$ cat config.mk
export PLATFORM = sky130hd
export DESIGN_NAME = small_matrix_multiply_add_core
export DESIGN_NICKNAME = d
export VERILOG_FILES = /design/src/sv/smma_pkg.sv /design/src/sv/smma_ram.sv /design/src/sv/smma_ctrl.sv /design/src/sv/smma_dp.sv /design/src/sv/small_matrix_multiply_add_core.sv
export SDC_FILE = /design/constraint.sdc
export NUM_CORES = 2
export LEC_CHECK = 0
export BUFFER_PORTS_ARGS = -buffer_cell sky130_fd_sc_hd__buf_2
export CAP_MARGIN = 20
export CORE_AREA = 5 5 298 300
export CTS_CLUSTER_DIAMETER = 50
export DETAILED_ROUTE_END_ITERATION = 16
export DIE_AREA = 0 0 303 305
export GPL_TIMING_DRIVEN = 0
export MAX_ROUTING_LAYER = met4
export PLACE_DENSITY_LB_ADDON = 0.2
export SLEW_MARGIN = 20
export SYNTH_ARGS = -nofsm -noshare
export SYNTH_HDL_FRONTEND = slang
export SYNTH_SLANG_ARGS = --single-unit
$ cat constraint.sdc
create_clock -name clk -period 12.91 [get_ports clk]
set_input_delay 2.582 -clock clk [delete_from_list [all_inputs] [get_ports clk]]
set_output_delay 2.582 -clock clk [all_outputs]
set_load 0.05 [all_outputs]
$ cat src/sv/smma_pkg.sv
package smma_pkg;

  localparam int DATA_W = 32;

  typedef enum logic [1:0] {
    ST_LOAD,
    ST_WAIT,
    ST_ISSUE,
    ST_DRAIN
  } smma_state_t;

  // controller to datapath
  typedef struct packed {
    logic wr;         // store the accepted word pair
    logic rd;         // read one term pair
    logic sum;        // term is a + b instead of a * b
    logic first;      // first term of a result element
    logic last_term;  // final term of a result element
    logic last_elem;  // element is the final one of C
  } smma_cmd_t;

  // datapath to controller
  typedef struct packed {
    logic out_busy;   // output register holds a word not yet taken
    logic done;       // output register loads a finished element this cycle
  } smma_stat_t;

endpackage

$ cat src/sv/smma_ram.sv
module smma_ram #(
  parameter int WIDTH = 32,
  parameter int DEPTH = 9
) (
  input  logic                                   clk,
  input  logic                                   we,
  input  logic [((DEPTH > 1) ? $clog2(DEPTH) : 1)-1:0] waddr,
  input  logic [WIDTH-1:0]                       wdata,
  input  logic [((DEPTH > 1) ? $clog2(DEPTH) : 1)-1:0] raddr,
  output logic [WIDTH-1:0]                       rdata
);

  logic [WIDTH-1:0] mem [DEPTH];

  always_ff @(posedge clk) begin
    if (we) begin
      mem[waddr] <= wdata;
    end
    rdata <= mem[raddr];
  end

endmodule

$ cat src/sv/smma_ctrl.sv
module smma_ctrl #(
  parameter int DIM = 3
) (
  input  logic                     clk,
  input  logic                     rst,
  input  logic                     in_valid,
  output logic                     in_stall,
  input  logic                     cfg_wr_en,
  input  logic                     cfg_wr_data,
  input  smma_pkg::smma_stat_t     stat,
  output smma_pkg::smma_cmd_t      cmd,
  output logic [((DIM*DIM > 1) ? $clog2(DIM*DIM) : 1)-1:0] wr_addr,
  output logic [((DIM*DIM > 1) ? $clog2(DIM*DIM) : 1)-1:0] rd_a_addr,
  output logic [((DIM*DIM > 1) ? $clog2(DIM*DIM) : 1)-1:0] rd_b_addr
);
  import smma_pkg::*;

  localparam int CELLS = DIM * DIM;
  localparam int AW    = (CELLS > 1) ? $clog2(CELLS) : 1;
  localparam int IW    = (DIM > 1) ? $clog2(DIM) : 1;

  smma_state_t   state, state_next;
  logic [AW-1:0] load_count;
  logic [IW-1:0] row, col, k;
  logic          op_mode;
  logic          run_sum;
  logic          load_last, k_last, elem_last, accept;

  assign accept    = (state == ST_LOAD) && in_valid;
  assign load_last = (load_count == AW'(CELLS - 1));
  assign k_last    = run_sum || (k == IW'(DIM - 1));
  assign elem_last = (row == IW'(DIM - 1)) && (col == IW'(DIM - 1));

  always_comb begin
    state_next = state;
    unique case (state)
      ST_LOAD:  if (accept && load_last) state_next = ST_WAIT;
      ST_WAIT:  if (!stat.out_busy) state_next = ST_ISSUE;
      ST_ISSUE: if (k_last) state_next = ST_DRAIN;
      ST_DRAIN: if (stat.done) state_next = elem_last ? ST_LOAD : ST_WAIT;
      default:  state_next = ST_LOAD;
    endcase
  end

  always_comb begin
    in_stall      = (state != ST_LOAD);
    cmd.wr        = accept;
    cmd.rd        = (state == ST_ISSUE);
    cmd.sum       = run_sum;
    cmd.first     = (k == '0);
    cmd.last_term = k_last;
    cmd.last_elem = elem_last;
    wr_addr       = load_count;
    if (run_sum) begin
      rd_a_addr = AW'(int'(row) * DIM + int'(col));
      rd_b_addr = AW'(int'(row) * DIM + int'(col));
    end else begin
      rd_a_addr = AW'(int'(row) * DIM + int'(k));
      rd_b_addr = AW'(int'(k) * DIM + int'(col));
    end
  end

  always_ff @(posedge clk) begin
    if (rst) begin
      state      <= ST_LOAD;
      load_count <= '0;
      row        <= '0;
      col        <= '0;
      k          <= '0;
      op_mode    <= 1'b1;
      run_sum    <= 1'b0;
    end else begin
      state <= state_next;
      if (cfg_wr_en) begin
        op_mode <= cfg_wr_data;
      end
      if (accept) begin
        if (load_last) begin
          load_count <= '0;
          run_sum    <= ~op_mode;
        end else begin
          load_count <= load_count + AW'(1);
        end
      end
      if (state == ST_ISSUE) begin
        k <= k_last ? '0 : k + IW'(1);
      end
      if ((state == ST_DRAIN) && stat.done) begin
        if (col == IW'(DIM - 1)) begin
          col <= '0;
          row <= elem_last ? '0 : row + IW'(1);
        end else begin
          col <= col + IW'(1);
        end
      end
    end
  end

endmodule

$ cat src/sv/smma_dp.sv
module smma_dp #(
  parameter int DIM = 3
) (
  input  logic                                 clk,
  input  logic                                 rst,
  input  smma_pkg::smma_cmd_t                  cmd,
  input  logic [((DIM*DIM > 1) ? $clog2(DIM*DIM) : 1)-1:0] wr_addr,
  input  logic [((DIM*DIM > 1) ? $clog2(DIM*DIM) : 1)-1:0] rd_a_addr,
  input  logic [((DIM*DIM > 1) ? $clog2(DIM*DIM) : 1)-1:0] rd_b_addr,
  output smma_pkg::smma_stat_t                 stat,
  input  logic signed [smma_pkg::DATA_W-1:0]   a_value,
  input  logic signed [smma_pkg::DATA_W-1:0]   b_value,
  output logic signed [smma_pkg::DATA_W-1:0]   c_value,
  output logic                                 last,
  output logic                                 out_valid,
  input  logic                                 out_stall
);
  import smma_pkg::*;

  localparam int CELLS = DIM * DIM;

  logic [DATA_W-1:0] a_rd, b_rd;
  logic [DATA_W-1:0] term_w, prod, acc, acc_next;
  logic              s1_v, s1_sum, s1_first, s1_last_term, s1_last_elem;
  logic              s2_v, s2_first, s2_last_term, s2_last_elem;
  logic              finish;

  smma_ram #(.WIDTH(DATA_W), .DEPTH(CELLS)) u_ram_a (
    .clk   (clk),
    .we    (cmd.wr),
    .waddr (wr_addr),
    .wdata (a_value),
    .raddr (rd_a_addr),
    .rdata (a_rd)
  );

  smma_ram #(.WIDTH(DATA_W), .DEPTH(CELLS)) u_ram_b (
    .clk   (clk),
    .we    (cmd.wr),
    .waddr (wr_addr),
    .wdata (b_value),
    .raddr (rd_b_addr),
    .rdata (b_rd)
  );

  // low word of the product is the same for signed and unsigned operands
  assign term_w   = s1_sum ? (a_rd + b_rd) : (a_rd * b_rd);
  assign acc_next = s2_first ? prod : (acc + prod);
  assign finish   = s2_v && s2_last_term;

  assign stat.out_busy = out_valid;
  assign stat.done     = finish;

  always_ff @(posedge clk) begin
    if (rst) begin
      s1_v      <= 1'b0;
      s2_v      <= 1'b0;
      out_valid <= 1'b0;
    end else begin
      s1_v <= cmd.rd;
      s2_v <= s1_v;
      if (finish) begin
        out_valid <= 1'b1;
      end else if (out_valid && !out_stall) begin
        out_valid <= 1'b0;
      end
    end
  end

  always_ff @(posedge clk) begin
    s1_sum       <= cmd.sum;
    s1_first     <= cmd.first;
    s1_last_term <= cmd.last_term;
    s1_last_elem <= cmd.last_elem;
    prod         <= term_w;
    s2_first     <= s1_first;
    s2_last_term <= s1_last_term;
    s2_last_elem <= s1_last_elem;
    if (s2_v) begin
      acc <= acc_next;
    end
    if (finish) begin
      c_value <= acc_next;
      last    <= s2_last_elem;
    end
  end

endmodule

$ cat src/sv/small_matrix_multiply_add_core.sv
// Square integer matrix sum or product. Feed DIM*DIM input words, each
// carrying one element of A and the element of B at the same position,
// in row-major order; one word is taken per cycle while loading. The
// word that completes the matrices starts the result phase and samples
// op_mode (1 = matrix product, 0 = element-wise sum; reset 1). The block
// then sends the DIM*DIM elements of C in row-major order, wrapped to
// 32 bits, with last set on the final one, and stalls its input until
// that final word sits in the output register. Each product element issues
// DIM term reads through the single read port of each element store,
// then passes the registered read, the multiplier register and the
// accumulator, and one more state waits to see the output register free.
// A sum element issues a single term read. The final element of a pass
// skips that last wait, since loading reopens as soon as its word is
// registered. Loading of the next pass may begin while the final result
// word still waits.
module small_matrix_multiply_add_core #(
  parameter int DIM = 3
) (
  input  logic                               clk,
  input  logic                               rst,
  input  logic                               cfg_wr_en,
  input  logic                               cfg_wr_data,
  input  logic                               in_valid,
  output logic                               in_stall,
  input  logic signed [smma_pkg::DATA_W-1:0] a_value,
  input  logic signed [smma_pkg::DATA_W-1:0] b_value,
  output logic                               out_valid,
  input  logic                               out_stall,
  output logic signed [smma_pkg::DATA_W-1:0] c_value,
  output logic                               last
);
  import smma_pkg::*;

  localparam int CELLS = DIM * DIM;
  localparam int AW    = (CELLS > 1) ? $clog2(CELLS) : 1;

  smma_cmd_t     cmd;
  smma_stat_t    stat;
  logic [AW-1:0] wr_addr, rd_a_addr, rd_b_addr;

  // Sequence loads, term reads and element hand-off.
  smma_ctrl #(.DIM(DIM)) u_ctrl (
    .clk         (clk),
    .rst         (rst),
    .in_valid    (in_valid),
    .in_stall    (in_stall),
    .cfg_wr_en   (cfg_wr_en),
    .cfg_wr_data (cfg_wr_data),
    .stat        (stat),
    .cmd         (cmd),
    .wr_addr     (wr_addr),
    .rd_a_addr   (rd_a_addr),
    .rd_b_addr   (rd_b_addr)
  );

  // Hold both matrices, form terms, accumulate and drive the output word.
  smma_dp #(.DIM(DIM)) u_dp (
    .clk       (clk),
    .rst       (rst),
    .cmd       (cmd),
    .wr_addr   (wr_addr),
    .rd_a_addr (rd_a_addr),
    .rd_b_addr (rd_b_addr),
    .stat      (stat),
    .a_value   (a_value),
    .b_value   (b_value),
    .c_value   (c_value),
    .last      (last),
    .out_valid (out_valid),
    .out_stall (out_stall)
  );

endmodule

[Yosys cells after proc, flatten, opt, wreduce, memory -nomap -nowiden]
Memory sizes are Yosys's and may differ from the RTL's. A register that Yosys moved wholly into a read port is not among the register bits.
Cells that the tools add are included.
W data, S select, Z words.
Storage, ports and cells
  flip-flop bits (word level): 121
  bits in latches: 0
  memory bits (writable): 576
  memory bits (read-only): 0
  input bits: 70
  output and inout port bits: 35
  logic and storage cells: 80
  memories kept: 2
Memories
  u_dp.u_ram_a.mem: depth 9, width 32, read ports 1, clocked after memory_dff 1, write ports 1, RTL line smma_ram.sv:13  | logic [WIDTH-1:0] mem [DEPTH];
  u_dp.u_ram_b.mem: depth 9, width 32, read ports 1, clocked after memory_dff 1, write ports 1, RTL line smma_ram.sv:13
Operators by class
  add/sub/neg operators: 9
  multipliers: 3
  div/mod/pow operators: 0
  magnitude comparators: 0
  eq/ne operators: 11
  shift operators: 0
  mux-type cells: 18
  bitwise operators: 1
  reduce and logical (&&, ||, !) cells: 15
Operators with widths (count)
  $add A32 B32 Y32: 2
  $mux W32: 2
  $mul A32 B32 Y32: 1
  $mux W2: 7
  $add A4 B3 Y4: 3
  $mux W4: 3
  $eq A2 B2 Y1 const B: 5
  $mul A2 B2 Y4 const B: 2
  $pmux W2 S4: 1
  $add A2 B1 Y2 const B: 3
  $logic_and A1 B1 Y1: 6
  $ne A2 B2 Y1 const B: 3
  $mux W1: 5
  $add A4 B1 Y4 const B: 1
  $eq A4 B4 Y1 const B: 1
  $logic_not A2 Y1: 2
  $reduce_and A2 Y1: 2
  $reduce_and A4 Y1: 1
  $reduce_bool A2 Y1: 2
  $eq A2 B1 Y1 const B: 1
  $ne A2 B1 Y1 const B: 1
  $logic_not A1 Y1: 1
  $logic_or A1 B1 Y1: 1
  $not A1 Y1: 1

[Logic depth before layout (Yosys ltp)]
  word-level depth: 5
  depth in mapped cells: 27
  mapped depth without buffers: 25

[By module]
From an unflattened synthesis, not the netlist that was laid out.
Second synthesis, totals
  cells, all modules: 3775
  area total of the unflattened synthesis: 47102.7 sq um
By module, submodules not included
  smma_ram: times used 2, cells an instance 629, area each 11895.2 sq um, sequential area each 9288.9 sq um
  smma_dp: times used 1, cells an instance 2381, area each 22151.2 sq um, sequential area each 2792.7 sq um
  smma_ctrl: times used 1, cells an instance 136, area each 1161.1 sq um, sequential area each 280.3 sq um

[Least setup slack after synthesis]
OpenSTA, ideal clock, no wires.
  kind: input-to-reg
  start: input port in_valid
  end: memory u_dp.u_ram_a.mem[3][0], enable pin
  setup time: 0.565 ns
  data arrival time: 7.447 ns
  data required time: 12.345 ns
  slack: 4.899 ns
  stages: 4
  buffers on the path: 1
  cells stage by stage: and2_1 clkbuf_1 nand2_1 nor3_1
Between the ends
  word-level cells in the longest chain between the ends: 3
RTL lines
  start: declaration: RTL line small_matrix_multiply_add_core.sv:23  | input logic in_valid,
  $logic_and A1 B1 Y1: RTL line smma_ctrl.sv:29  | assign accept = (state == ST_LOAD) && in_valid;
  $mux W1: RTL line smma_ram.sv:16  | if (we) begin
  $mux W1 (not written as such): RTL line smma_ram.sv:17  | mem[waddr] <= wdata;
  end: declaration: RTL line smma_ram.sv:13
No other way between the ends.

[Worst setup path in the final report]
  start: register u_dp.u_ram_b.rdata[2], read port of u_dp.u_ram_b.mem
  end: register u_dp.prod[30]
Between the ends
  word-level cells in the longest chain between the ends: 2
  elaborated cells on any way between the ends: 3
  those cells by class: add/sub: 1; mul: 1; mux: 1
RTL lines
  start: declaration: RTL line smma_ram.sv:10  | output logic [WIDTH-1:0] rdata
  $mul A32 B32 Y32 / $add A32 B32 Y32 (equally long branches): RTL line smma_dp.sv:47  | assign term_w = s1_sum ? (a_rd + b_rd) : (a_rd * b_rd);
  $mux W32 *: RTL line smma_dp.sv:47
  net u_dp.term_w[30]: RTL line smma_dp.sv:23  | logic [DATA_W-1:0] term_w, prod, acc, acc_next;
  end signal: assignment: RTL line smma_dp.sv:75  | prod <= term_w;
  end: declaration: RTL line smma_dp.sv:23
Mark *: on every way through the listed nets, which the timed path passes. The rest lies on a longest branch.
A chain may end at the register's enable or synchronous reset.

==> flow_summary.toml <==
[flow_run]
cap_viol_max_count = 0

[clock_network]
root_buffer = "clkbuf_16"
clock_sinks = 761
post_cts_resized = 0
htree_num_levels = 3
clk_pin_slew_ns = 0.06
cts_tree = "yes"
numCtsBuffers = 84
clockBufferDepth = 3
hold_buffers = 0
post_cts_buffers = 0
clk_latency_ns = 0.67

[sta]
finalClockSkew_ns = 0.0292
period_share = 0.711
drv_slew = 0
hold_viol = 0
period_needed_ns = 9.18
max_slew_margin = 0.272
rsz0062_at_grt = "no"
setup_violations = 0
clock.fmax_ghz = 0.109
worstMarginPinSlew_ns = 1.09
setup_tns_ns = 0

[finish]
final.fill_count = 7098
drive_gt1_frac = 0.0791
multi_input_area_um2 = 22700
regArea_um2 = 21700
area_growth_pct = 11.7
nets = 5094

[routing]
post_drt_wl_per_cell_um = 23.5
viasPerCell = 5.74
ant_nets = 0
drtIter0Drc = 3310
vias = 32401
first_pass_iters = 6
routed_wl_mm = 133
drcViolationCount = 0

[critical_path]
crit_fanout = 10
critPathArrivalTime_ns = 9.69
crit_path_end_kind = "flop"
critPathLaunchType = "flop"
crit_required_ns = 13.42
critPathKind = "reg -> reg"

[logic_synthesis]
netlist_instances = 4165
synth_fp_nets = 4854
syn_avg_cell_area_um2 = 11.2
ys_types = 75
ys_ff_latch = 761
ys_seq_area_frac = 0.464
async_flop_share = 0
synth.cell_area_um2 = 46700
yosys_warnings = 0
synth_edf_count = 641
synth_ff_type = "edfxtp_1"

[global_route]
grt_pass1_wl_mm = 201
antenna_found_initial = 18
grt_pass1_vias = 32773
grtUsageTotal = 0.298
grt_max_degree = 42
grt_overflow = 0

[floorplanning]
rows = 108
pin_count = 105
die-area_um2 = 92400
coreArea_um2 = 85900
die_w_um = 303
start_util = 0.543
die_height_um = 305

[placed_design]
port_buffers = 103
dp_hpwl_mm = 98.0
place_congestion = 1.01

[status]
status = "finished, final reports clean"

[hold_path]
hp-class = "reg -> reg"
==> sequential cells by signal (all words and copies together) (netlist names), 2 cells and up <==
signal	count
u_dp.u_ram_a.mem	288
u_dp.u_ram_a.rdata	32
u_dp.c_value	32
u_dp.acc	32
u_ctrl.k	2
u_ctrl.state	2
u_dp.u_ram_b.mem	288
u_dp.u_ram_b.rdata	32
u_ctrl.col	2
u_ctrl.row	2
u_ctrl.wr_addr	4
u_dp.prod	32
==> per-layer routing <==
metal  vias up  track usage  routed length (µm)
li1      14472            -                   -
met1     16072        0.392               52200
met2      1529        0.453               61200
met3       328       0.0604               12500
met4         0        0.134                6930
met5         -            -                   0
==> per-stage QoR <==
step | setup slack (ns) | area (µm²) | hold WS, ns | cells | utilization
after detailed placement | 3.83 | 49300 | 0.312 | 5474 | 0.574
after CTS | 3.82 | 52100 | 0.325 | 5629 | 0.606
after floorplan | 4.90 | 46700 | 0.310 | 4165 | -
after global placement | 0.373 | 48600 | 0.312 | 5423 | 0.566
final | 3.73 | 52100 | 0.326 | 5647 | 0.606
after global routing | 3.38 | 52100 | 0.346 | 5645 | 0.606
==> cell type report <==
cell class                      instances  share of cell area
Buffer                                207              0.0154
Timing Repair Buffer                  154              0.0218
Sequential cell                       761               0.415
Clock buffer                          119              0.0456
Clock inverter                         36             0.00730
Multi-Input combinational cell       2783               0.436
Antenna cell                           18            0.000864
Inverter                              414              0.0299
Tap cell                             1155              0.0277
==> path summary, 6_finish.rpt <==
kind	start	endpoint	slack [ns]	cells past startpoint
worst max register to register	u_dp.u_ram_b.rdata[2]	u_dp.prod[30]	3.73	23
worst min register to register	u_dp.s1_last_term	u_dp.s2_last_term	0.33	0
worst min-delay path	u_dp.s1_last_term	u_dp.s2_last_term	0.33	0
worst max-delay path	u_dp.u_ram_b.rdata[2]	u_dp.prod[30]	3.73	23
==> worst max-delay path: stages, from the launching register on <==
cell	delay, ns
dfxtp_1	0.44
clkbuf_1	0.84
clkbuf_1	0.71
and2_1	0.30
fa_1	0.41
inv_1	0.08
fa_1	0.42
fa_1	0.49
fa_1	0.55
inv_1	0.05
fa_1	0.48
fa_1	0.45
fa_1	0.54
fa_1	0.42
ha_1	0.41
a21oi_1	0.16
o21ai_0	0.20
a2111oi_0	0.53
o21bai_1	0.18
a2111oi_0	0.42
nor3_1	0.17
a31oi_1	0.23
xor2_1	0.36
mux2i_1	0.17
==> cell usage after synthesis, drive strengths merged, types with 12 or more instances <==
cell type  number  area [µm²]
a211oi         16         120
a21o           38         285
a21oi          85         440
a311oi         63         552
a31oi          69         432
and2          309        1930
and3           72         450
buf            27         126
clkbuf        180         676
dfxtp         120        2400
edfxtp        641       19200
fa            414        8290
ha            205        2560
inv           414        1550
mux2i          14         140
nand2         844        3170
nand2b         15        93.8
nand3         143         716
nor2           56         210
nor2b          12        75.1
nor3           15        75.1
o21ai         143         723
xnor2          93         815
xor2           50         438
==> cells by family (layout without fill, tap and decap cells) <==
group,after synthesis,after routing,share of synthesized area
other cells,0,18,0
buf+inv,621,930,0.0505
mux,29,29,0.00767
fa+ha+maj,619,619,0.233
simple gates,1503,1503,0.150
xor+xnor,143,143,0.0268
flops,761,761,0.464
compound gates,489,489,0.0684
==> layout by cell type (no fill, tap or decap), drive strengths merged, types with 5 or more instances in the layout <==
master	instances
a211oi	16
a21boi	5
a21o	38
a21oi	85
a311oi	63
a31oi	69
and2	309
and3	72
buf	181
clkbuf	299
clkinv	22
dfxtp	120
diode	18
edfxtp	641
fa	414
ha	205
inv	425
mux2	11
mux2i	14
nand2	844
nand2b	15
nand3	143
nor2	56
nor2b	12
nor3	15
o211ai	9
o21a	10
o21ai	143
o21bai	11
o31ai	6
or3	5
xnor2	93
xor2	50
Power is not shown: default switching activity piles up to over one toggle a cycle in this logic, so the estimate is an artifact.
